`src/rtl/utrb_pkg.sv`:
```
// shared types and constants for the serial port ring buffers
package utrb_pkg;

   localparam int TX_DEPTH_DEF = 16;
   localparam int RX_DEPTH_DEF = 16;
   localparam int FILL_W       = 5;

   typedef enum logic [2:0] {
      OP_RX_BYTE    = 3'd0,
      OP_TX_READY   = 3'd1,
      OP_HOST_READ  = 3'd2,
      OP_HOST_SEND  = 3'd3,
      OP_SPACE_CHK  = 3'd4
   } opcode_type;

   typedef enum logic [1:0] {
      ST_OK      = 2'd0,
      ST_EMPTY   = 2'd1,
      ST_NO_ROOM = 2'd2
   } status_type;

   typedef enum logic [1:0] {
      BYTE_NONE = 2'd0,
      BYTE_TX   = 2'd1,
      BYTE_RX   = 2'd2
   } byte_sel_type;

   typedef struct packed {
      byte_sel_type        byte_sel;
      status_type          status;
      logic                line_byte_valid;
      logic                tx_irq_enable;
      logic [FILL_W-1:0]   rx_fill;
      logic [FILL_W-1:0]   tx_fill;
   } stage_type;

   typedef struct packed {
      logic [7:0]          out_byte;
      status_type          status;
      logic                line_byte_valid;
      logic                tx_irq_enable;
      logic [FILL_W-1:0]   rx_fill;
      logic [FILL_W-1:0]   tx_fill;
   } rsp_payload_type;

endpackage

```
`src/rtl/utrb_if.sv`:
```
// request and response channel interfaces
interface utrb_req_if;
   logic       valid;
   logic       ready;
   logic [2:0] opcode;
   logic [7:0] data_byte;
   logic [7:0] request_length;

   modport source (output valid, output opcode, output data_byte, output request_length,
                   input ready);
   modport sink (input valid, input opcode, input data_byte, input request_length,
                 output ready);
endinterface

interface utrb_rsp_if;
   logic                            valid;
   logic                            ready;
   logic [7:0]                      out_byte;
   logic [1:0]                      status;
   logic                            line_byte_valid;
   logic                            tx_irq_enable;
   logic [utrb_pkg::FILL_W-1:0]     rx_fill;
   logic [utrb_pkg::FILL_W-1:0]     tx_fill;

   modport source (output valid, output out_byte, output status, output line_byte_valid,
                   output tx_irq_enable, output rx_fill, output tx_fill, input ready);
   modport sink (input valid, input out_byte, input status, input line_byte_valid,
                 input tx_irq_enable, input rx_fill, input tx_fill, output ready);
endinterface

```
`src/rtl/utrb_ram.sv`:
```
// byte ring storage, one write and one registered read port
module utrb_ram #(
   parameter int DEPTH = utrb_pkg::TX_DEPTH_DEF
) (
   input  logic                     clock,
   input  logic                     wr_en,
   input  logic [$clog2(DEPTH)-1:0] wr_addr,
   input  logic [7:0]               wr_data,
   input  logic                     rd_en,
   input  logic [$clog2(DEPTH)-1:0] rd_addr,
   output logic [7:0]               rd_data_ff
);

   logic [7:0] mem [DEPTH];

   always_ff @(posedge clock) begin
      if (wr_en) begin
         mem[wr_addr] <= wr_data;
      end
      if (rd_en) begin
         rd_data_ff <= mem[rd_addr];
      end
   end

endmodule

```
`src/rtl/utrb_ctrl.sv`:
```
// ring pointers, counts, interrupt enable and the first result stage
module utrb_ctrl #(
   parameter int TX_DEPTH = utrb_pkg::TX_DEPTH_DEF,
   parameter int RX_DEPTH = utrb_pkg::RX_DEPTH_DEF
) (
   input  logic                clock,
   input  logic                reset,
   utrb_req_if.sink            req_chan,
   input  logic                s1_take,
   output logic                s1_valid_ff,
   output utrb_pkg::stage_type s1_ff,
   output logic [7:0]          s1_byte
);

   localparam int TAW = $clog2(TX_DEPTH);
   localparam int TCW = $clog2(TX_DEPTH + 1);
   localparam int RAW = $clog2(RX_DEPTH);
   localparam int RCW = $clog2(RX_DEPTH + 1);
   localparam int SW  = ((TCW > 8) ? TCW : 8) + 1;
   localparam int FW  = utrb_pkg::FILL_W;

   logic [TAW-1:0] tx_rp_ff, tx_rp_in;
   logic [TCW-1:0] tx_cnt_ff, tx_cnt_in;
   logic [RAW-1:0] rx_wp_ff, rx_wp_in;
   logic [RCW-1:0] rx_cnt_ff, rx_cnt_in;
   logic           irq_en_ff, irq_en_in;
   logic           s1_valid_in;
   utrb_pkg::stage_type s1_in;

   logic           accept;
   utrb_pkg::opcode_type op;
   logic [TAW:0]   tx_rp_inc;
   logic [TAW-1:0] tx_rp_next;
   logic [TCW:0]   tx_widx_sum;
   logic [TCW:0]   tx_widx;
   logic [RAW:0]   rx_wp_inc;
   logic [RAW-1:0] rx_wp_next;
   logic [RCW:0]   rx_ridx;
   logic [SW-1:0]  space_sum;
   logic [RCW+FW-1:0] rx_fill_ext;
   logic [TCW+FW-1:0] tx_fill_ext;

   logic           tx_we, tx_re, rx_we, rx_re;
   logic [7:0]     tx_rdata, rx_rdata;

   assign req_chan.ready = !s1_valid_ff || s1_take;
   assign accept         = req_chan.valid && req_chan.ready;
   assign op             = utrb_pkg::opcode_type'(req_chan.opcode);

   // pointer arithmetic
   always_comb begin
      tx_rp_inc   = (TAW + 1)'(tx_rp_ff) + (TAW + 1)'(1);
      tx_rp_next  = (tx_rp_inc >= (TAW + 1)'(TX_DEPTH)) ? '0 : tx_rp_inc[TAW-1:0];
      tx_widx_sum = (TCW + 1)'(tx_rp_ff) + (TCW + 1)'(tx_cnt_ff);
      tx_widx     = (tx_widx_sum >= (TCW + 1)'(TX_DEPTH))
                    ? tx_widx_sum - (TCW + 1)'(TX_DEPTH) : tx_widx_sum;
      rx_wp_inc   = (RAW + 1)'(rx_wp_ff) + (RAW + 1)'(1);
      rx_wp_next  = (rx_wp_inc >= (RAW + 1)'(RX_DEPTH)) ? '0 : rx_wp_inc[RAW-1:0];
      rx_ridx     = ((RCW + 1)'(rx_wp_ff) >= (RCW + 1)'(rx_cnt_ff))
                    ? (RCW + 1)'(rx_wp_ff) - (RCW + 1)'(rx_cnt_ff)
                    : (RCW + 1)'(rx_wp_ff) + (RCW + 1)'(RX_DEPTH) - (RCW + 1)'(rx_cnt_ff);
      space_sum   = SW'(req_chan.request_length) + SW'(tx_cnt_ff);
   end

   // per transaction state update
   always_comb begin
      tx_rp_in  = tx_rp_ff;
      tx_cnt_in = tx_cnt_ff;
      rx_wp_in  = rx_wp_ff;
      rx_cnt_in = rx_cnt_ff;
      irq_en_in = irq_en_ff;
      tx_we     = 1'b0;
      tx_re     = 1'b0;
      rx_we     = 1'b0;
      rx_re     = 1'b0;
      s1_in     = '0;
      s1_in.byte_sel = utrb_pkg::BYTE_NONE;
      s1_in.status   = utrb_pkg::ST_OK;
      case (op)
         utrb_pkg::OP_RX_BYTE: begin
            rx_we    = 1'b1;
            rx_wp_in = rx_wp_next;
            if (rx_cnt_ff < RCW'(RX_DEPTH)) begin
               rx_cnt_in = rx_cnt_ff + RCW'(1);
            end
         end
         utrb_pkg::OP_TX_READY: begin
            if (tx_cnt_ff != '0) begin
               tx_re                 = 1'b1;
               tx_rp_in              = tx_rp_next;
               tx_cnt_in             = tx_cnt_ff - TCW'(1);
               s1_in.byte_sel        = utrb_pkg::BYTE_TX;
               s1_in.line_byte_valid = 1'b1;
            end else begin
               irq_en_in    = 1'b0;
               s1_in.status = utrb_pkg::ST_EMPTY;
            end
         end
         utrb_pkg::OP_HOST_READ: begin
            if (rx_cnt_ff != '0) begin
               rx_re          = 1'b1;
               rx_cnt_in      = rx_cnt_ff - RCW'(1);
               s1_in.byte_sel = utrb_pkg::BYTE_RX;
            end else begin
               s1_in.status = utrb_pkg::ST_EMPTY;
            end
         end
         utrb_pkg::OP_HOST_SEND: begin
            if (tx_cnt_ff < TCW'(TX_DEPTH)) begin
               tx_we     = 1'b1;
               tx_cnt_in = tx_cnt_ff + TCW'(1);
            end else begin
               s1_in.status = utrb_pkg::ST_NO_ROOM;
            end
            irq_en_in = 1'b1;
         end
         utrb_pkg::OP_SPACE_CHK: begin
            if (space_sum >= SW'(TX_DEPTH)) begin
               s1_in.status = utrb_pkg::ST_NO_ROOM;
            end
         end
         default: begin
         end
      endcase
      rx_fill_ext         = (RCW + FW)'(rx_cnt_in);
      tx_fill_ext         = (TCW + FW)'(tx_cnt_in);
      s1_in.rx_fill       = rx_fill_ext[FW-1:0];
      s1_in.tx_fill       = tx_fill_ext[FW-1:0];
      s1_in.tx_irq_enable = irq_en_in;
      s1_valid_in = accept ? 1'b1 : (s1_take ? 1'b0 : s1_valid_ff);
   end

   always_ff @(posedge clock) begin
      if (reset) begin
         tx_rp_ff    <= '0;
         tx_cnt_ff   <= '0;
         rx_wp_ff    <= '0;
         rx_cnt_ff   <= '0;
         irq_en_ff   <= 1'b0;
         s1_valid_ff <= 1'b0;
      end else begin
         s1_valid_ff <= s1_valid_in;
         if (accept) begin
            tx_rp_ff  <= tx_rp_in;
            tx_cnt_ff <= tx_cnt_in;
            rx_wp_ff  <= rx_wp_in;
            rx_cnt_ff <= rx_cnt_in;
            irq_en_ff <= irq_en_in;
         end
      end
   end

   always_ff @(posedge clock) begin
      if (accept) begin
         s1_ff <= s1_in;
      end
   end

   utrb_ram #(.DEPTH(TX_DEPTH)) u_tx_ram (
      .clock      (clock),
      .wr_en      (accept && tx_we),
      .wr_addr    (tx_widx[TAW-1:0]),
      .wr_data    (req_chan.data_byte),
      .rd_en      (accept && tx_re),
      .rd_addr    (tx_rp_ff),
      .rd_data_ff (tx_rdata)
   );

   utrb_ram #(.DEPTH(RX_DEPTH)) u_rx_ram (
      .clock      (clock),
      .wr_en      (accept && rx_we),
      .wr_addr    (rx_wp_ff),
      .wr_data    (req_chan.data_byte),
      .rd_en      (accept && rx_re),
      .rd_addr    (rx_ridx[RAW-1:0]),
      .rd_data_ff (rx_rdata)
   );

   always_comb begin
      case (s1_ff.byte_sel)
         utrb_pkg::BYTE_TX: s1_byte = tx_rdata;
         utrb_pkg::BYTE_RX: s1_byte = rx_rdata;
         default:           s1_byte = 8'd0;
      endcase
   end

endmodule

```
`src/rtl/uart_tx_rx_ring_buffers_top.sv`:
```
// top level of the serial port transmit and receive ring buffers
//
//   channel   dir   handshake          payload
//   req_chan  in    valid / ready      opcode, data_byte, request_length
//   rsp_chan  out   valid / ready      out_byte, status, line_byte_valid,
//                                      tx_irq_enable, rx_fill, tx_fill
//
// one transaction per cycle sustained while the response side is ready
// a response is registered with the ring storage read, then in the response register
// reset is synchronous, clears pointers, counts and the enable; storage is not cleared
// a stalled response holds its register while one more request is still taken
module uart_tx_rx_ring_buffers_top #(
   parameter int TX_DEPTH = utrb_pkg::TX_DEPTH_DEF,
   parameter int RX_DEPTH = utrb_pkg::RX_DEPTH_DEF
) (
   input  logic       clock,
   input  logic       reset,
   utrb_req_if.sink   req_chan,
   utrb_rsp_if.source rsp_chan
);

   logic                      s1_valid;
   utrb_pkg::stage_type       s1;
   logic [7:0]                s1_byte;
   logic                      s1_take;
   logic                      rsp_valid_ff, rsp_valid_in;
   utrb_pkg::rsp_payload_type rsp_ff;
   logic                      out_free;

   assign out_free = !rsp_valid_ff || rsp_chan.ready;
   assign s1_take  = s1_valid && out_free;

   utrb_ctrl #(.TX_DEPTH(TX_DEPTH), .RX_DEPTH(RX_DEPTH)) u_ctrl (
      .clock       (clock),
      .reset       (reset),
      .req_chan    (req_chan),
      .s1_take     (s1_take),
      .s1_valid_ff (s1_valid),
      .s1_ff       (s1),
      .s1_byte     (s1_byte)
   );

   assign rsp_valid_in = s1_take ? 1'b1 : (rsp_chan.ready ? 1'b0 : rsp_valid_ff);

   always_ff @(posedge clock) begin
      if (reset) begin
         rsp_valid_ff <= 1'b0;
      end else begin
         rsp_valid_ff <= rsp_valid_in;
      end
   end

   always_ff @(posedge clock) begin
      if (s1_take) begin
         rsp_ff.out_byte        <= s1_byte;
         rsp_ff.status          <= s1.status;
         rsp_ff.line_byte_valid <= s1.line_byte_valid;
         rsp_ff.tx_irq_enable   <= s1.tx_irq_enable;
         rsp_ff.rx_fill         <= s1.rx_fill;
         rsp_ff.tx_fill         <= s1.tx_fill;
      end
   end

   assign rsp_chan.valid           = rsp_valid_ff;
   assign rsp_chan.out_byte        = rsp_ff.out_byte;
   assign rsp_chan.status          = rsp_ff.status;
   assign rsp_chan.line_byte_valid = rsp_ff.line_byte_valid;
   assign rsp_chan.tx_irq_enable   = rsp_ff.tx_irq_enable;
   assign rsp_chan.rx_fill         = rsp_ff.rx_fill;
   assign rsp_chan.tx_fill         = rsp_ff.tx_fill;

endmodule

```
`src/flat_wrapper.sv`:
```
// flat-port wrapper written by rule: the top's interface ports become plain ports
module uart_tx_rx_ring_buffers_top_flat 
#(
   parameter int TX_DEPTH = utrb_pkg::TX_DEPTH_DEF,
   parameter int RX_DEPTH = utrb_pkg::RX_DEPTH_DEF
)
  (clock, reset, req_chan_valid, req_chan_opcode, req_chan_data_byte, req_chan_request_length, req_chan_ready, rsp_chan_valid, rsp_chan_out_byte, rsp_chan_status, rsp_chan_line_byte_valid, rsp_chan_tx_irq_enable, rsp_chan_rx_fill, rsp_chan_tx_fill, rsp_chan_ready);
  utrb_req_if req_chan_i ();
  utrb_rsp_if rsp_chan_i ();
  input  logic clock;
  input  logic reset;
  input wire logic [$bits(req_chan_i.valid)-1:0] req_chan_valid;
  input wire logic [$bits(req_chan_i.opcode)-1:0] req_chan_opcode;
  input wire logic [$bits(req_chan_i.data_byte)-1:0] req_chan_data_byte;
  input wire logic [$bits(req_chan_i.request_length)-1:0] req_chan_request_length;
  output wire logic [$bits(req_chan_i.ready)-1:0] req_chan_ready;
  output wire logic [$bits(rsp_chan_i.valid)-1:0] rsp_chan_valid;
  output wire logic [$bits(rsp_chan_i.out_byte)-1:0] rsp_chan_out_byte;
  output wire logic [$bits(rsp_chan_i.status)-1:0] rsp_chan_status;
  output wire logic [$bits(rsp_chan_i.line_byte_valid)-1:0] rsp_chan_line_byte_valid;
  output wire logic [$bits(rsp_chan_i.tx_irq_enable)-1:0] rsp_chan_tx_irq_enable;
  output wire logic [$bits(rsp_chan_i.rx_fill)-1:0] rsp_chan_rx_fill;
  output wire logic [$bits(rsp_chan_i.tx_fill)-1:0] rsp_chan_tx_fill;
  input wire logic [$bits(rsp_chan_i.ready)-1:0] rsp_chan_ready;
  assign req_chan_i.valid = req_chan_valid;
  assign req_chan_i.opcode = req_chan_opcode;
  assign req_chan_i.data_byte = req_chan_data_byte;
  assign req_chan_i.request_length = req_chan_request_length;
  assign req_chan_ready = req_chan_i.ready;
  assign rsp_chan_valid = rsp_chan_i.valid;
  assign rsp_chan_out_byte = rsp_chan_i.out_byte;
  assign rsp_chan_status = rsp_chan_i.status;
  assign rsp_chan_line_byte_valid = rsp_chan_i.line_byte_valid;
  assign rsp_chan_tx_irq_enable = rsp_chan_i.tx_irq_enable;
  assign rsp_chan_rx_fill = rsp_chan_i.rx_fill;
  assign rsp_chan_tx_fill = rsp_chan_i.tx_fill;
  assign rsp_chan_i.ready = rsp_chan_ready;
  uart_tx_rx_ring_buffers_top #(.TX_DEPTH(TX_DEPTH), .RX_DEPTH(RX_DEPTH)) u_core (.clock(clock), .reset(reset), .req_chan(req_chan_i), .rsp_chan(rsp_chan_i));
endmodule
```
`config.mk`:
```
export PLATFORM = sky130hd
export DESIGN_NAME = uart_tx_rx_ring_buffers_top_flat
export DESIGN_NICKNAME = d
export VERILOG_FILES = /design/src/rtl/utrb_pkg.sv /design/src/rtl/utrb_if.sv /design/src/rtl/utrb_ram.sv /design/src/rtl/utrb_ctrl.sv /design/src/rtl/uart_tx_rx_ring_buffers_top.sv /design/src/flat_wrapper.sv
export SDC_FILE = /design/constraint.sdc
export NUM_CORES = 1
export LEC_CHECK = 0
export BUFFER_PORTS_ARGS = -buffer_cell sky130_fd_sc_hd__buf_2
export CAP_MARGIN = 30
export CORE_ASPECT_RATIO = 1.25
export CORE_MARGIN = 4
export CORE_UTILIZATION = 62
export CTS_CLUSTER_DIAMETER = 50
export CTS_CLUSTER_SIZE = 10
export DETAILED_ROUTE_END_ITERATION = 12
export PLACE_DENSITY = 0.8
export REMOVE_ABC_BUFFERS = 1
export SLEW_MARGIN = 20
export SYNTH_ARGS = -nofsm -noshare
export SYNTH_HDL_FRONTEND = slang
export SYNTH_SLANG_ARGS = --single-unit
```
`constraint.sdc`:
```
create_clock -name clock -period 3.1 [get_ports clock]
set_clock_uncertainty 0.2 [all_clocks]
set_input_delay 0.155 -clock clock [delete_from_list [all_inputs] [get_ports clock]]
set_output_delay 0.155 -clock clock [all_outputs]
set_load 0.03 [all_outputs]
```
Word-level counts from Yosys, hierarchy flattened

Memory sizes are Yosys's and may differ from the RTL's. A register that Yosys moved wholly into a read port is not among the register bits.
Cells that the tools add are included.

Muxes and demuxes: 36
Add/sub/neg operators: 12
Eq/ne operators: 6
$lt $le $gt $ge: 7
Reductions and logical operators: 17

Operators by type and width:

| operator            | count |
|---|---|
| $mux 5              | 4 |
| $pmux 5 s2          | 2 |
| $mux 1              | 19 |
| $mux 4              | 4 |
| $pmux 8 s2          | 1 |
| $add 4x1->5 const B | 2 |
| $add 5x1->5 const B | 2 |
| $ge 5x5->1 const B  | 2 |
| $lt 5x5->1 const B  | 2 |
| $reduce_bool 5->1   | 2 |
| $sub 5x1->5 const B | 2 |
| $add 8x5->9         | 1 |
| $ge 9x5->1 const B  | 1 |
| $pmux 2 s4          | 1 |
| $sub 4x4->4         | 2 |
| $add 4x5->6         | 1 |
| $eq 3x2->1 const B  | 2 |
| $ge 6x5->1 const B  | 1 |
| $logic_and 1x1->1   | 6 |
| $mux 2              | 3 |
| $ge 4x5->1          | 1 |
| $add 4x1->4 const B | 1 |
| $pmux 2 s2          | 1 |
| $reduce_bool 2->1   | 2 |
| other kinds (11)    | 13 |

Memories kept: 2
Bits of input ports: 23
Output and inout port bits: 24
RAM bits: 256
Flip-flop bits (word level): 59

Memory list:

| memory                     | words | bits a word | rd ports | clocked after memory_dff | wr ports | RTL line       | RTL |
|---|---|---|---|---|---|---|---|
| u_core.u_ctrl.u_rx_ram.mem | 16    | 8           | 1        | 1                        | 1        | utrb_ram.sv:14 | `logic [7:0] mem [DEPTH];` |
| u_core.u_ctrl.u_tx_ram.mem | 16    | 8           | 1        | 1                        | 1        | utrb_ram.sv:14 |  |

Longest topological paths before layout

Gate-level depths: netlist (run 1).

Depth after elaboration: 8
Gate-level depth with buffers: 8

Cells and area by module

A second synthesis (run 1) with hierarchy kept.

Cells, all modules: 761
Area total of the unflattened synthesis: 13,631.8 µm²

By module, submodules not included:

| module                      | instances | cells an instance | area an instance (µm²) | seq. area each (µm²) |
|---|---|---|---|---|
| utrb_ram                    | 2         | 229               | 5,227.5                | 4,083.9 |
| utrb_ctrl                   | 1         | 276               | 2,461.1                | 880.8 |
| uart_tx_rx_ring_buffers_top | 1         | 27                | 715.7                  | 680.7 |

Least setup slack after synthesis (run 1)

No wires, ideal clock.

Path kind: flip-flop to flip-flop
From: reg u_core.rsp_valid_ff (netlist: u_core.rsp_chan.valid)
To: reg, netlist name u_core.rsp_chan.line_byte_valid
Cell stages (with the launch flop): 2
Arrival time: 2.093 ns
Path slack: 0.372 ns
Path buffers: 0
Library setup time: 0.435 ns
Required time: 2.465 ns
Path through: dfxtp_1 -> a21boi_0

Longest elaborated chain between the ends: 3

RTL lines:

| item                   | RTL line                          | RTL |
|---|---|---|
| start, declared        | uart_tx_rx_ring_buffers_top.sv:26 | `logic rsp_valid_ff, rsp_valid_in;` |
| start signal, assigned | uart_tx_rx_ring_buffers_top.sv:49 | `rsp_valid_ff <= rsp_valid_in;` |
| $logic_not 1->1        | uart_tx_rx_ring_buffers_top.sv:30 | `assign out_free = !rsp_valid_ff \|\| rsp_chan.ready;` |
| $logic_or 1x1->1       | uart_tx_rx_ring_buffers_top.sv:30 |  |
| $logic_and 1x1->1      | uart_tx_rx_ring_buffers_top.sv:31 | `assign s1_take = s1_valid && out_free;` |

Every way passes these cells.
A chain may end at the register's enable or synchronous reset.

Worst setup path in the final report (run 1)

From: reg u_core.u_ctrl.tx_cnt_ff[1]
To: mem u_core.u_ctrl.u_tx_ram.mem[1][3], enable pin

Longest elaborated chain between the ends: 6
Elaborated cells between the ends (all ways): 10
Classes of those cells: add/sub (2); order compare (2); mux (5); reduce/logical (1)

RTL lines:

| item                                                | RTL line         | RTL |
|---|---|---|
| start, declared                                     | utrb_ctrl.sv:23  | `logic [TCW-1:0] tx_cnt_ff, tx_cnt_in;` |
| start signal, assigned                              | utrb_ctrl.sv:145 | `tx_cnt_ff <= tx_cnt_in;` |
| branches (longest 6 deep; another with $add 4x5->6) | --               |  |
| end, declared                                       | utrb_ram.sv:14   |  |

Several ways; the timed one is not identified.

==> results.sh, run 1 <==
export IMPL_status="finished clean"
export IMPL_worstPathCellList="ha_1, a21o_1, a21oi_1, xor2_1, nor3_1, buf_4"
export IMPL_finalPower_uw=9590
export IMPL_drv_cap=0
export IMPL_dp_slack_ns=0.353
export IMPL_cts_tree="built"
export IMPL_wl_per_cell_um=26.2
export IMPL_yosys_warnings=0
export IMPL_drt_iter0_drc=938
export IMPL_slowest_delay_ns=0.66
export IMPL_internal_power_uw=7560
export IMPL_yosysSeqAreaShare=0.713
export IMPL_rsz0062_at_grt="false"
export IMPL_io_buffers=46
export IMPL_layout_min_cycle_time_ns=2.84
export IMPL_root_buffer="clkbuf_16"
export IMPL_h_tree_depth=2
export IMPL_chipWidth_um=141
export IMPL_grt_pass1_vias=8022
export IMPL_synth_ff_type="edfxtp_1"
export IMPL_drc_errors=0
export IMPL_start_util=0.631
export IMPL_dp_hpwl_um=19100
export IMPL_yosysTopAreaCellShare=0.682
export IMPL_synth_cells=764
export IMPL_peakVddDrop_mv=0.477
export IMPL_crit_type="flop to flop"
export IMPL_num_rows=60
export IMPL_worst_slew_pin_transition_ns=0.725
export IMPL_power_switching_uw=2040
export IMPL_clockBufferDepth=3
export IMPL_nets=923
export IMPL_ios=47
export IMPL_hold_viol_final=0
export IMPL_vias=7829
export IMPL_synth_edff_count=310
export IMPL_antenna_cells=0
export IMPL_synth_seq_cells=331
export IMPL_swShare=0.212
export IMPL_p_per_area_nw_per_um2=611
export IMPL_syn_cell_area_um2=13700
export IMPL_p_clk_frac=0.421
export IMPL_yosysTopAreaCell="edfxtp_1"
export IMPL_core_area_um2=21600
export IMPL_grt_pass1_wl_um=48200
export IMPL_worstPathMaxFanout=12
export IMPL_fillCellCount=1215
export IMPL_cp_arrival_ns=2.91
export IMPL_cp_end_kind="flop"
export IMPL_final_setup_viol_count=0
export IMPL_crit_family="flip-flops"
export IMPL_grt_ovfl_total=0
export IMPL_timing_fmax_mhz=352
export IMPL_cts_sinks=331
export IMPL_period_share=0.916
export IMPL_via_per_inst=6.65
export IMPL_area_delta_synth_final_pct=15.0
export IMPL_worst_path_buf_inv=1
export IMPL_async_flop_share=0
export IMPL_drt_total_wl_um=30800
export IMPL_cellLeakagePower_uw=0.00531
export IMPL_ant_nets=0
export IMPL_syn_area_per_cell_um2=17.9
export IMPL_die_area_um2=24500
export IMPL_place_congestion=0.909
export IMPL_cts_buffers=39
export IMPL_drv_slew=0
export IMPL_clock_latency_ns=0.52
export IMPL_antenna_found_initial=0
export IMPL_grt_use_total=0.258
export IMPL_die_h_um=174
export IMPL_hold_path_class="input pin to flop"
export IMPL_crit_path_top_delay_cell="dfxtp_1"
export IMPL_synthTopCellsByArea="edfxtp_1 (68%), mux4_2 (11%), dfxtp_1 (3.1%), mux2i_1 (2.6%), ha_1 (2.0%)"
export IMPL_drt_pass1_iter_count=8
export IMPL_start_kind="flop"
export IMPL_power_frac_comb=0.061
export IMPL_grt_max_degree=33
export IMPL_seqPwrFrac=0.518
export IMPL_cts_resized_gates=0
export IMPL_postCtsSetupBuffers=0
export IMPL_timing_final_ws_setup_ns=0.261
export IMPL_slew_headroom=0.513
export IMPL_drive_gt1_frac=0.248
export IMPL_required_ns=3.17
export IMPL_clk_pin_slew_ns=0.06
export IMPL_synth_distinct_cells=61
==> placed cells by master (no fill, tap or decap), types with 3 or more instances in the layout <==
| master | instances |
|---|---|
| inv_1 | 16 |
| edfxtp_1 | 310 |
| mux4_2 | 64 |
| a21oi_1 | 19 |
| buf_2 | 46 |
| mux2i_1 | 36 |
| and3_1 | 4 |
| a311oi_1 | 4 |
| or3_1 | 6 |
| dlygate4sd3_1 | 15 |
| buf_4 | 51 |
| xor2_1 | 5 |
| nand2_1 | 18 |
| a22oi_1 | 9 |
| nor2b_1 | 12 |
| nor2_1 | 46 |
| a21o_1 | 3 |
| o211ai_1 | 4 |
| mux2_2 | 3 |
| xnor2_1 | 5 |
| nor4_1 | 4 |
| nor3_1 | 26 |
| dfxtp_1 | 20 |
| a31oi_1 | 7 |
| ha_1 | 21 |
| o21ai_0 | 10 |
| or3b_1 | 3 |
| nand2b_1 | 4 |
| clkbuf_1 | 21 |
| clkbuf_16 | 40 |
| nand3_1 | 6 |
| fa_1 | 3 |
| a211oi_1 | 12 |
==> state kept, by name, indices dropped and copies added, names as in the netlist, 2 cells and up <==
register                           count
u_core.rsp_chan.out_byte               8
u_core.rsp_chan.rx_fill                5
u_core.rsp_chan.status                 2
u_core.rsp_chan.tx_fill                5
u_core.u_ctrl.rx_cnt_ff                5
u_core.u_ctrl.rx_wp_ff                 4
u_core.u_ctrl.s1_ff                   16
u_core.u_ctrl.tx_cnt_ff                5
u_core.u_ctrl.tx_rp_ff                 4
u_core.u_ctrl.u_rx_ram.mem           128
u_core.u_ctrl.u_rx_ram.rd_data_ff      8
u_core.u_ctrl.u_tx_ram.mem           128
u_core.u_ctrl.u_tx_ram.rd_data_ff      8
==> cell type report <==
| class | count | area (µm²) | share of cell area |
|---|---|---|---|
| clock buffers | 61 | 1080 | 0.0688 |
| clock inverters | 3 | 33.8 | 0.00215 |
| inverters | 18 | 67.6 | 0.00430 |
| multi-input cells | 373 | 3670 | 0.234 |
| flip-flops and latches | 331 | 9730 | 0.620 |
| well taps | 279 | 349 | 0.0222 |
| repair buffers | 112 | 763 | 0.0486 |
==> synth_stat cells (3+ instances only) <==
master    instances
buf_4             4
nor2b_1          12
a311oi_1          4
dfxtp_1          21
ha_1             22
buf_2             7
buf_1             3
mux4_2           64
a22oi_1           9
nand2_1          18
edfxtp_1        310
fa_1              3
a21oi_1          19
o211ai_1          4
xnor2_1           5
or3b_1            3
nor3_1           26
mux2i_1          36
and3_1            4
a211oi_1         12
clkbuf_1         26
a31oi_1           7
or3_1             6
nor4_1            4
mux2_2            3
o21ai_0          10
nand3_1           6
inv_1            16
xor2_1            6
nor2_1           46
nand2b_1          4
a21o_1            3
==> cells by family after synthesis <==
family | after synthesis | synth area share
DFF | 331 | 0.713
and+or+nand+nor | 150 | 0.0588
muxes | 104 | 0.135
AOI/OAI and AO/OA | 82 | 0.0411
buffers and inverters | 60 | 0.0193
adders and majority gates | 25 | 0.0246
xor gates and xnor gates | 12 | 0.00825
==> layer usage <==
metal / track usage / part of all wire
met1: 0.351 / 0.36
met4: 0.0905 / 0.033
met3: 0.0493 / 0.10
met2: 0.424 / 0.51
met5: 0 / 0
==> path summary, 6_finish.rpt <==
| check | from | end | slack [ns] | depth (start not counted) |
|---|---|---|---|---|
| worst min register to register | u_core.u_ctrl.s1_ff[7]$_DFFE_PP_ | u_core.rsp_chan.rx_fill[2]$_DFFE_PP_ | 0.22 | 0 |
| worst max-delay path | u_core.u_ctrl.tx_cnt_ff[1]$_SDFFE_PP0P_ | u_core.u_ctrl.u_tx_ram.mem[1][3]$_DFFE_PP_ | 0.26 | 6 |
| worst max register to register | u_core.u_ctrl.tx_cnt_ff[1]$_SDFFE_PP0P_ | u_core.u_ctrl.u_tx_ram.mem[1][3]$_DFFE_PP_ | 0.26 | 6 |
| worst min-delay path | req_chan_data_byte[6] | u_core.u_ctrl.u_rx_ram.mem[12][6]$_DFFE_PP_ | 0.01 | 1 |
==> power groups by stage <==
stage,clock (µW),combinational (µW),sequential (µW)
after global routing,4310,627,4970
after CTS,4080,585,4970
after floorplan,0,320,5090
final,4040,588,4970
after detailed placement,0,554,5060
after global placement,0,527,5060
==> repair_timing <==
action / 4_1_cts / 5_1_grt
endpoints found under the setup margin: 0 / 0
endpoints found under the hold margin: 109 / 0
hold buffers: 15 / 0
==> stage by stage <==
step	instance area (µm²)	hold WS [ns]	instances	utilization	setup TNS (ns)
floorplan	13500	0.0241	722	-	-98.59
global placement	14400	0.203	1098	0.668	0
detailed placement	14400	0.206	1098	0.668	0
CTS	15700	0.00943	1177	0.726	0
global route	15700	0.0345	1177	0.726	0
finish	15700	0.0123	1177	0.726	0
Power figures use the tool's default switching activity.
==> run 2: changes to the inputs <==
- CORE_MARGIN: 4 -> unset
==> run 2 against run 1 <==
- largest power group unchanged
- sequential power barely moved
- via count down 2.4%
- cell count is 1.0% lower
- worst setup slack improved by 0.0095 ns
- the run now ends with negative hold slack left
- wire length fell by 1.5%
- maximum frequency increased by 0.34%
- highest routed layer unchanged
==> results.sh, run 2 (synthesized netlist as in run 1, its figures left out) <==
export IMPL_finalPower_uw=9640
export IMPL_cp_end_kind="flop"
export IMPL_startpoint="u_core.u_ctrl.tx_cnt_ff[1]$_SDFFE_PP0P_"
export IMPL_h_tree_depth=2
export IMPL_clock_latency_ns=0.53
export IMPL_dp_hpwl_um=18500
export IMPL_final_common_cell="edfxtp_1"
export IMPL_period_share=0.913
export IMPL_layout_min_cycle_time_ns=2.83
export IMPL_cts_tree="built"
export IMPL_cp_arrival_ns=2.91
export IMPL_wl_met3_um=2220
export IMPL_num_rows=60
export IMPL_grt_use_total=0.280
export IMPL_rsz0062_at_grt="false"
export IMPL_placed_area_um2=14400
export IMPL_area_delta_synth_final_pct=14.9
export IMPL_io_buffers=46
export IMPL_cts_sinks=331
export IMPL_cellLeakagePower_uw=0.00530
export IMPL_grt_ovfl_total=0
export IMPL_drive_gt1_frac=0.248
export IMPL_reg2reg_slack_ns=0.27
export IMPL_drv_slew=0
export IMPL_wl_met1_um=11500
export IMPL_postCtsSetupBuffers=0
export IMPL_grt_pass1_wl_um=46100
export IMPL_ant_nets=0
export IMPL_crit_type="flop to flop"
export IMPL_start_util=0.634
export IMPL_final_cell_mix="edfxtp_1 (310), mux4_2 (64), nor2_1 (46), buf_2 (46), buf_4 (44)"
export IMPL_via_per_inst=6.56
export IMPL_drv_cap=0
export IMPL_crit_family="XOR/XNOR gates"
export IMPL_wl_per_cell_um=26.1
export IMPL_worstPathMaxFanout=12
export IMPL_start_kind="flop"
export IMPL_peakVddDrop_mv=0.462
export IMPL_r2r_end="u_core.u_ctrl.u_tx_ram.mem[5][2]$_DFFE_PP_"
export IMPL_violations="negative hold slack"
export IMPL_worstPathCellList="ha_1, a21o_1, a21oi_1, xor2_1, nor3_1, buf_4"
export IMPL_die_area_um2=22600
export IMPL_final_core_util=0.728
export IMPL_slew_headroom=0.468
export IMPL_final_setup_viol_count=0
export IMPL_worst_path_buf_inv=1
export IMPL_ios=47
export IMPL_root_buffer="clkbuf_16"
export IMPL_place_congestion=0.918
export IMPL_slowest_delay_ns=0.67
export IMPL_met2_wirelength_um=15400
export IMPL_required_ns=3.18
export IMPL_drt_pass1_iter_count=5
export IMPL_crit_path_end="u_core.u_ctrl.u_tx_ram.mem[5][2]$_DFFE_PP_"
export IMPL_highest_layer="met4"
export IMPL_largest_registers="u_core.u_ctrl.u_rx_ram.mem x128, u_core.u_ctrl.u_tx_ram.mem x128, u_core.u_ctrl.s1_ff x16"
export IMPL_timing_fmax_mhz=353
export IMPL_die_h_um=168
export IMPL_crit_path_top_delay_cell="xor2_1"
export IMPL_whs_ns=-0.00218
export IMPL_drc_errors=0
export IMPL_antenna_cells=0
export IMPL_hold_viol_final=2
export IMPL_cts_buffers=39
export IMPL_chipWidth_um=135
export IMPL_grt_max_degree=37
export IMPL_finalInstanceArea_um2=15700
export IMPL_cp_depth=6
export IMPL_rr_worst_depth=6
export IMPL_holdPathStages=1
export IMPL_core_area_um2=21500
export IMPL_hold_path_class="input pin to flop"
export IMPL_drt_total_wl_um=30400
export IMPL_worst_slew_pin_transition_ns=0.793
export IMPL_r2r_start="u_core.u_ctrl.tx_cnt_ff[1]$_SDFFE_PP0P_"
export IMPL_vias=7643
export IMPL_clk_pin_slew_ns=0.06
export IMPL_status="finished with violations"
export IMPL_fillCellCount=1201
export IMPL_p_per_area_nw_per_um2=615
export IMPL_drt_iter0_drc=758
export IMPL_grt_pass1_vias=7860
export IMPL_nets=918
export IMPL_clockBufferDepth=3
export IMPL_antenna_found_initial=0
run 2: cell count changes in the layout (fill, tap and decap cells not counted), sizes merged:
| cell | before | now |
|---|---|---|
| clkinv | 1 | 3 |
| bufinv | 0 | 1 |
| dlygate4sd3 | 15 | 14 |
| inv | 20 | 19 |
| clkbuf | 61 | 52 |
| buf | 97 | 93 |
run 2: how the worst min path moves through the flow:
stage / startpoint / to / slack (ns)
finish: req_chan_data_byte[1] / u_core.u_ctrl.u_tx_ram.mem[2][1]$_DFFE_PP_ / -0.002
global route: req_chan_data_byte[1] / u_core.u_ctrl.u_tx_ram.mem[7][1]$_DFFE_PP_ / 0.009
CTS: req_chan_data_byte[1] / u_core.u_ctrl.u_tx_ram.mem[7][1]$_DFFE_PP_ / 0.0007
detailed placement: u_core.u_ctrl.s1_ff[1]$_DFFE_PP_ / u_core.rsp_chan.tx_fill[1]$_DFFE_PP_ / 0.21
global placement: u_core.u_ctrl.s1_ff[6]$_DFFE_PP_ / u_core.rsp_chan.rx_fill[1]$_DFFE_PP_ / 0.20
floorplan: reset / u_core.u_ctrl.rx_cnt_ff[4]$_SDFFE_PP0P_ / 0.02
run 2: per-stage QoR:
step	setup WS (ns)	cells	TNS, ns
after floorplan	-0.875	722	-98.59
after global placement	0.453	1094	0
after detailed placement	0.369	1094	0
after CTS	0.293	1165	0
after global routing	0.121	1165	0
final	0.271	1165	0
run 2: power by group:
part	switching, µW	total [µW]	internal (µW)	leakage [µW]
Combinational	364	604	240	0.00178
Clock	1650	4070	2420	0.000538
Sequential	24.9	4970	4940	0.00299
Total	2040	9640	7610	0.00530
run 2: final cells by class:
cell class / instances / area (µm²) / area share
clock inverters: 5 / 63.8 / 0.00407
clock buffers: 52 / 1050 / 0.0667
multi-input cells: 373 / 3670 / 0.234
flip-flops and latches: 331 / 9730 / 0.620
inverters: 18 / 67.6 / 0.00431
well taps: 279 / 349 / 0.0222
repair buffers: 107 / 761 / 0.0485
run 2: per-layer routing:
layer | GRT usage | vias to the layer above
li1 | - | 3265
met1 | 0.369 | 3877
met2 | 0.462 | 414
met3 | 0.0476 | 87
met4 | 0.124 | 0
met5 | 0 | -
run 2: timing repair:
action | 4_1_cts | 5_1_grt
gates resized for setup | 0 | 0
endpoints found under the hold margin | 125 | 0
hold buffers | 14 | 0
setup endpoints to repair | 0 | 0
==> run 3: changes to the inputs <==
- ABC_AREA: unset -> 1
- CORE_MARGIN: unset -> 4
==> run 3 against run 2 <==
- the run now ends clean
- cell count grew 39%
- sequential share of layout area shrank 0.74 points
- core utilization shrank 1.8 points
- sequential power is essentially flat
- synthesized cell count grew 64%
- first-iteration DRC count grew 34%
- combinational power grew 49%
- wire length grew 1.1%
- critical endpoint is now u_core.u_ctrl.s1_ff[13]$_DFFE_PP_
- largest cell class unchanged
==> results.sh, run 3 <==
export IMPL_synth_most_common_cell="edfxtp_1"
export IMPL_synth_cells=1250
export IMPL_r2r_start="u_core.u_ctrl.tx_cnt_ff[3]$_SDFFE_PP0P_"
export IMPL_slew_headroom=0.465
export IMPL_grt_pass1_wl_um=47800
export IMPL_yosysTopAreaCellShare=0.660
export IMPL_yosys_warnings=0
export IMPL_dp_hpwl_um=18900
export IMPL_rsz0062_at_grt="false"
export IMPL_final_common_cell="edfxtp_1"
export IMPL_worst_path_buf_inv=3
export IMPL_grt_use_total=0.245
export IMPL_worst_slew_pin_transition_ns=0.799
export IMPL_syn_area_per_cell_um2=11.3
export IMPL_required_ns=3.17
export IMPL_drt_pass1_iter_count=5
export IMPL_period_share=0.902
export IMPL_grt_ovfl_total=0
export IMPL_drv_slew=0
export IMPL_rr_worst_depth=10
export IMPL_die_area_um2=25200
export IMPL_drc_errors=0
export IMPL_antenna_cells=0
export IMPL_cellLeakagePower_uw=0.00590
export IMPL_holdPathStages=1
export IMPL_startpoint="u_core.u_ctrl.tx_cnt_ff[3]$_SDFFE_PP0P_"
export IMPL_die_h_um=177
export IMPL_cp_arrival_ns=2.87
export IMPL_start_kind="flop"
export IMPL_syn_cell_area_um2=14100
export IMPL_synthTopCellsByArea="edfxtp_1 (66%), nor2_1 (6.7%), o21ai_0 (5.7%), nand2_1 (5.6%), dfxtp_1 (3.0%)"
export IMPL_layout_min_cycle_time_ns=2.80
export IMPL_fin_tns_setup_ns=0
export IMPL_ios=47
export IMPL_antenna_found_initial=0
export IMPL_grt_pass1_vias=9177
export IMPL_async_flop_share=0
export IMPL_peakVddDrop_mv=0.544
export IMPL_core_area_um2=22400
export IMPL_worstPathMaxFanout=8
export IMPL_wl_per_cell_um=18.9
export IMPL_synth_ff_type="edfxtp_1"
export IMPL_hold_path_end="u_core.u_ctrl.u_tx_ram.mem[0][1]$_DFFE_PP_"
export IMPL_p_per_area_nw_per_um2=624
export IMPL_status="finished clean"
export IMPL_ant_nets=0
export IMPL_chipWidth_um=143
export IMPL_yosysTopAreaCell="edfxtp_1"
export IMPL_num_rows=61
export IMPL_timing_fmax_mhz=358
export IMPL_synth_distinct_cells=34
export IMPL_place_congestion=0.902
export IMPL_area_delta_synth_final_pct=12.6
export IMPL_synth_seq_cells=331
export IMPL_min_from="req_chan_data_byte[1]"
export IMPL_r2r_end="u_core.u_ctrl.s1_ff[13]$_DFFE_PP_"
export IMPL_largest_registers="u_core.u_ctrl.u_rx_ram.mem x128, u_core.u_ctrl.u_tx_ram.mem x128, u_core.u_ctrl.s1_ff x16"
export IMPL_cts_tree="built"
export IMPL_crit_type="flop to flop"
export IMPL_final_cell_mix="edfxtp_1 (310), nor2_1 (251), nand2_1 (211)"
export IMPL_synth_edff_count=310
export IMPL_slowest_delay_ns=0.59
export IMPL_via_per_inst=5.82
export IMPL_hold_viol_final=0
export IMPL_vias=9452
export IMPL_hold_path_class="input pin to flop"
export IMPL_final_setup_viol_count=0
export IMPL_postCtsSetupBuffers=0
export IMPL_nets=1374
export IMPL_drive_gt1_frac=0.115
export IMPL_crit_top_cell="nand2_1"
export IMPL_drt_iter0_drc=1015
export IMPL_reg2reg_slack_ns=0.30
export IMPL_clockBufferDepth=3
export IMPL_cts_sinks=331
export IMPL_start_util=0.631
export IMPL_io_buffers=46
export IMPL_drt_total_wl_um=30700
export IMPL_root_buffer="clkbuf_16"
export IMPL_whs_ns=0.0109
export IMPL_grt_max_degree=69
export IMPL_crit_path_top_delay_cell="dlygate4sd3_1"
export IMPL_crit_family="buffers and inverters"
export IMPL_cp_end_kind="flop"
export IMPL_drv_cap=0
export IMPL_cts_buffers=39
export IMPL_synth_commonest_cells="edfxtp_1 (310), nor2_1 (251), nand2_1 (211)"
export IMPL_clk_pin_slew_ns=0.06
export IMPL_yosysSeqAreaShare=0.690
export IMPL_h_tree_depth=2
export IMPL_worstPathCellList="buf_4, ha_1, nand2_1, nand2_1, nor4_1, dlygate4sd3_1, nand2_1, nand2_1, dlygate4sd3_1, nand2_1"
export IMPL_clock_latency_ns=0.52
[run 3: final cells by class]
| class | instances | area (µm²) |
|---|---|---|
| Tap cell | 283 | 354 |
| Timing Repair Buffer | 88 | 603 |
| Clock inverter | 1 | 8.76 |
| Clock buffer | 55 | 1080 |
| Sequential cell | 331 | 9730 |
| Multi-Input combinational cell | 798 | 3850 |
| Fill cell | 1482 | 6480 |
| Inverter | 68 | 255 |
[run 3: logic make-up (layout without fill, tap and decap cells)]
| kind of cell | count (synthesis) | after routing | share of synthesized area |
|---|---|---|---|
| xor+xnor | 8 | 8 | 0.00550 |
| buf+inv | 121 | 212 | 0.0379 |
| flops | 331 | 331 | 0.690 |
| compound gates | 228 | 228 | 0.0838 |
| fa+ha+maj | 25 | 25 | 0.0238 |
| simple gates | 537 | 537 | 0.159 |
[run 3: worst max-delay path by stage]
stage                                                      to  depth (start not counted)
2_1_floorplan  u_core.u_ctrl.u_tx_ram.rd_data_ff[0]$_DFFE_PP_                          7
3_3_place_gp       u_core.u_ctrl.u_tx_ram.mem[8][3]$_DFFE_PP_                          5
3_5_place_dp      u_core.u_ctrl.u_tx_ram.mem[12][0]$_DFFE_PP_                          5
4_1_cts                     u_core.u_ctrl.s1_ff[13]$_DFFE_PP_                         10
5_1_grt                     u_core.u_ctrl.s1_ff[13]$_DFFE_PP_                         10
6_report                    u_core.u_ctrl.s1_ff[13]$_DFFE_PP_                         10
[run 3: per-layer routing]
layer,track usage,vias up,wire length (µm),part of all wire
li1,-,4455,-,-
met1,0.314,4498,11900,0.39
met2,0.419,416,15800,0.51
met3,0.0378,83,1940,0.063
met4,0.0979,0,1140,0.037
met5,0,-,0,0
[run 3: metrics by stage]
stage	instance area, µm²	cells	total power (µW)	setup WS (ns)	util
3_5_place_dp	14700	1555	5970	0.503	0.656
4_1_cts	15900	1624	9950	0.343	0.710
2_1_floorplan	13800	1197	5650	-0.143	-
5_1_grt	15900	1624	10300	0.173	0.710
3_3_place_gp	14700	1555	5940	0.559	0.656
6_report	15900	1624	9910	0.303	0.710
[run 3: repair_timing]
action,in CTS,in global routing
hold endpoints to repair,37,0
hold buffers,13,0
resized for setup,0,0
[run 3: power breakdown]
part / switching (µW) / leakage [µW] / total [µW] / internal (µW)
registers: 33.3 / 0.00299 / 5000 / 4970
clock network: 1620 / 0.000526 / 4000 / 2380
logic: 628 / 0.00238 / 902 / 275
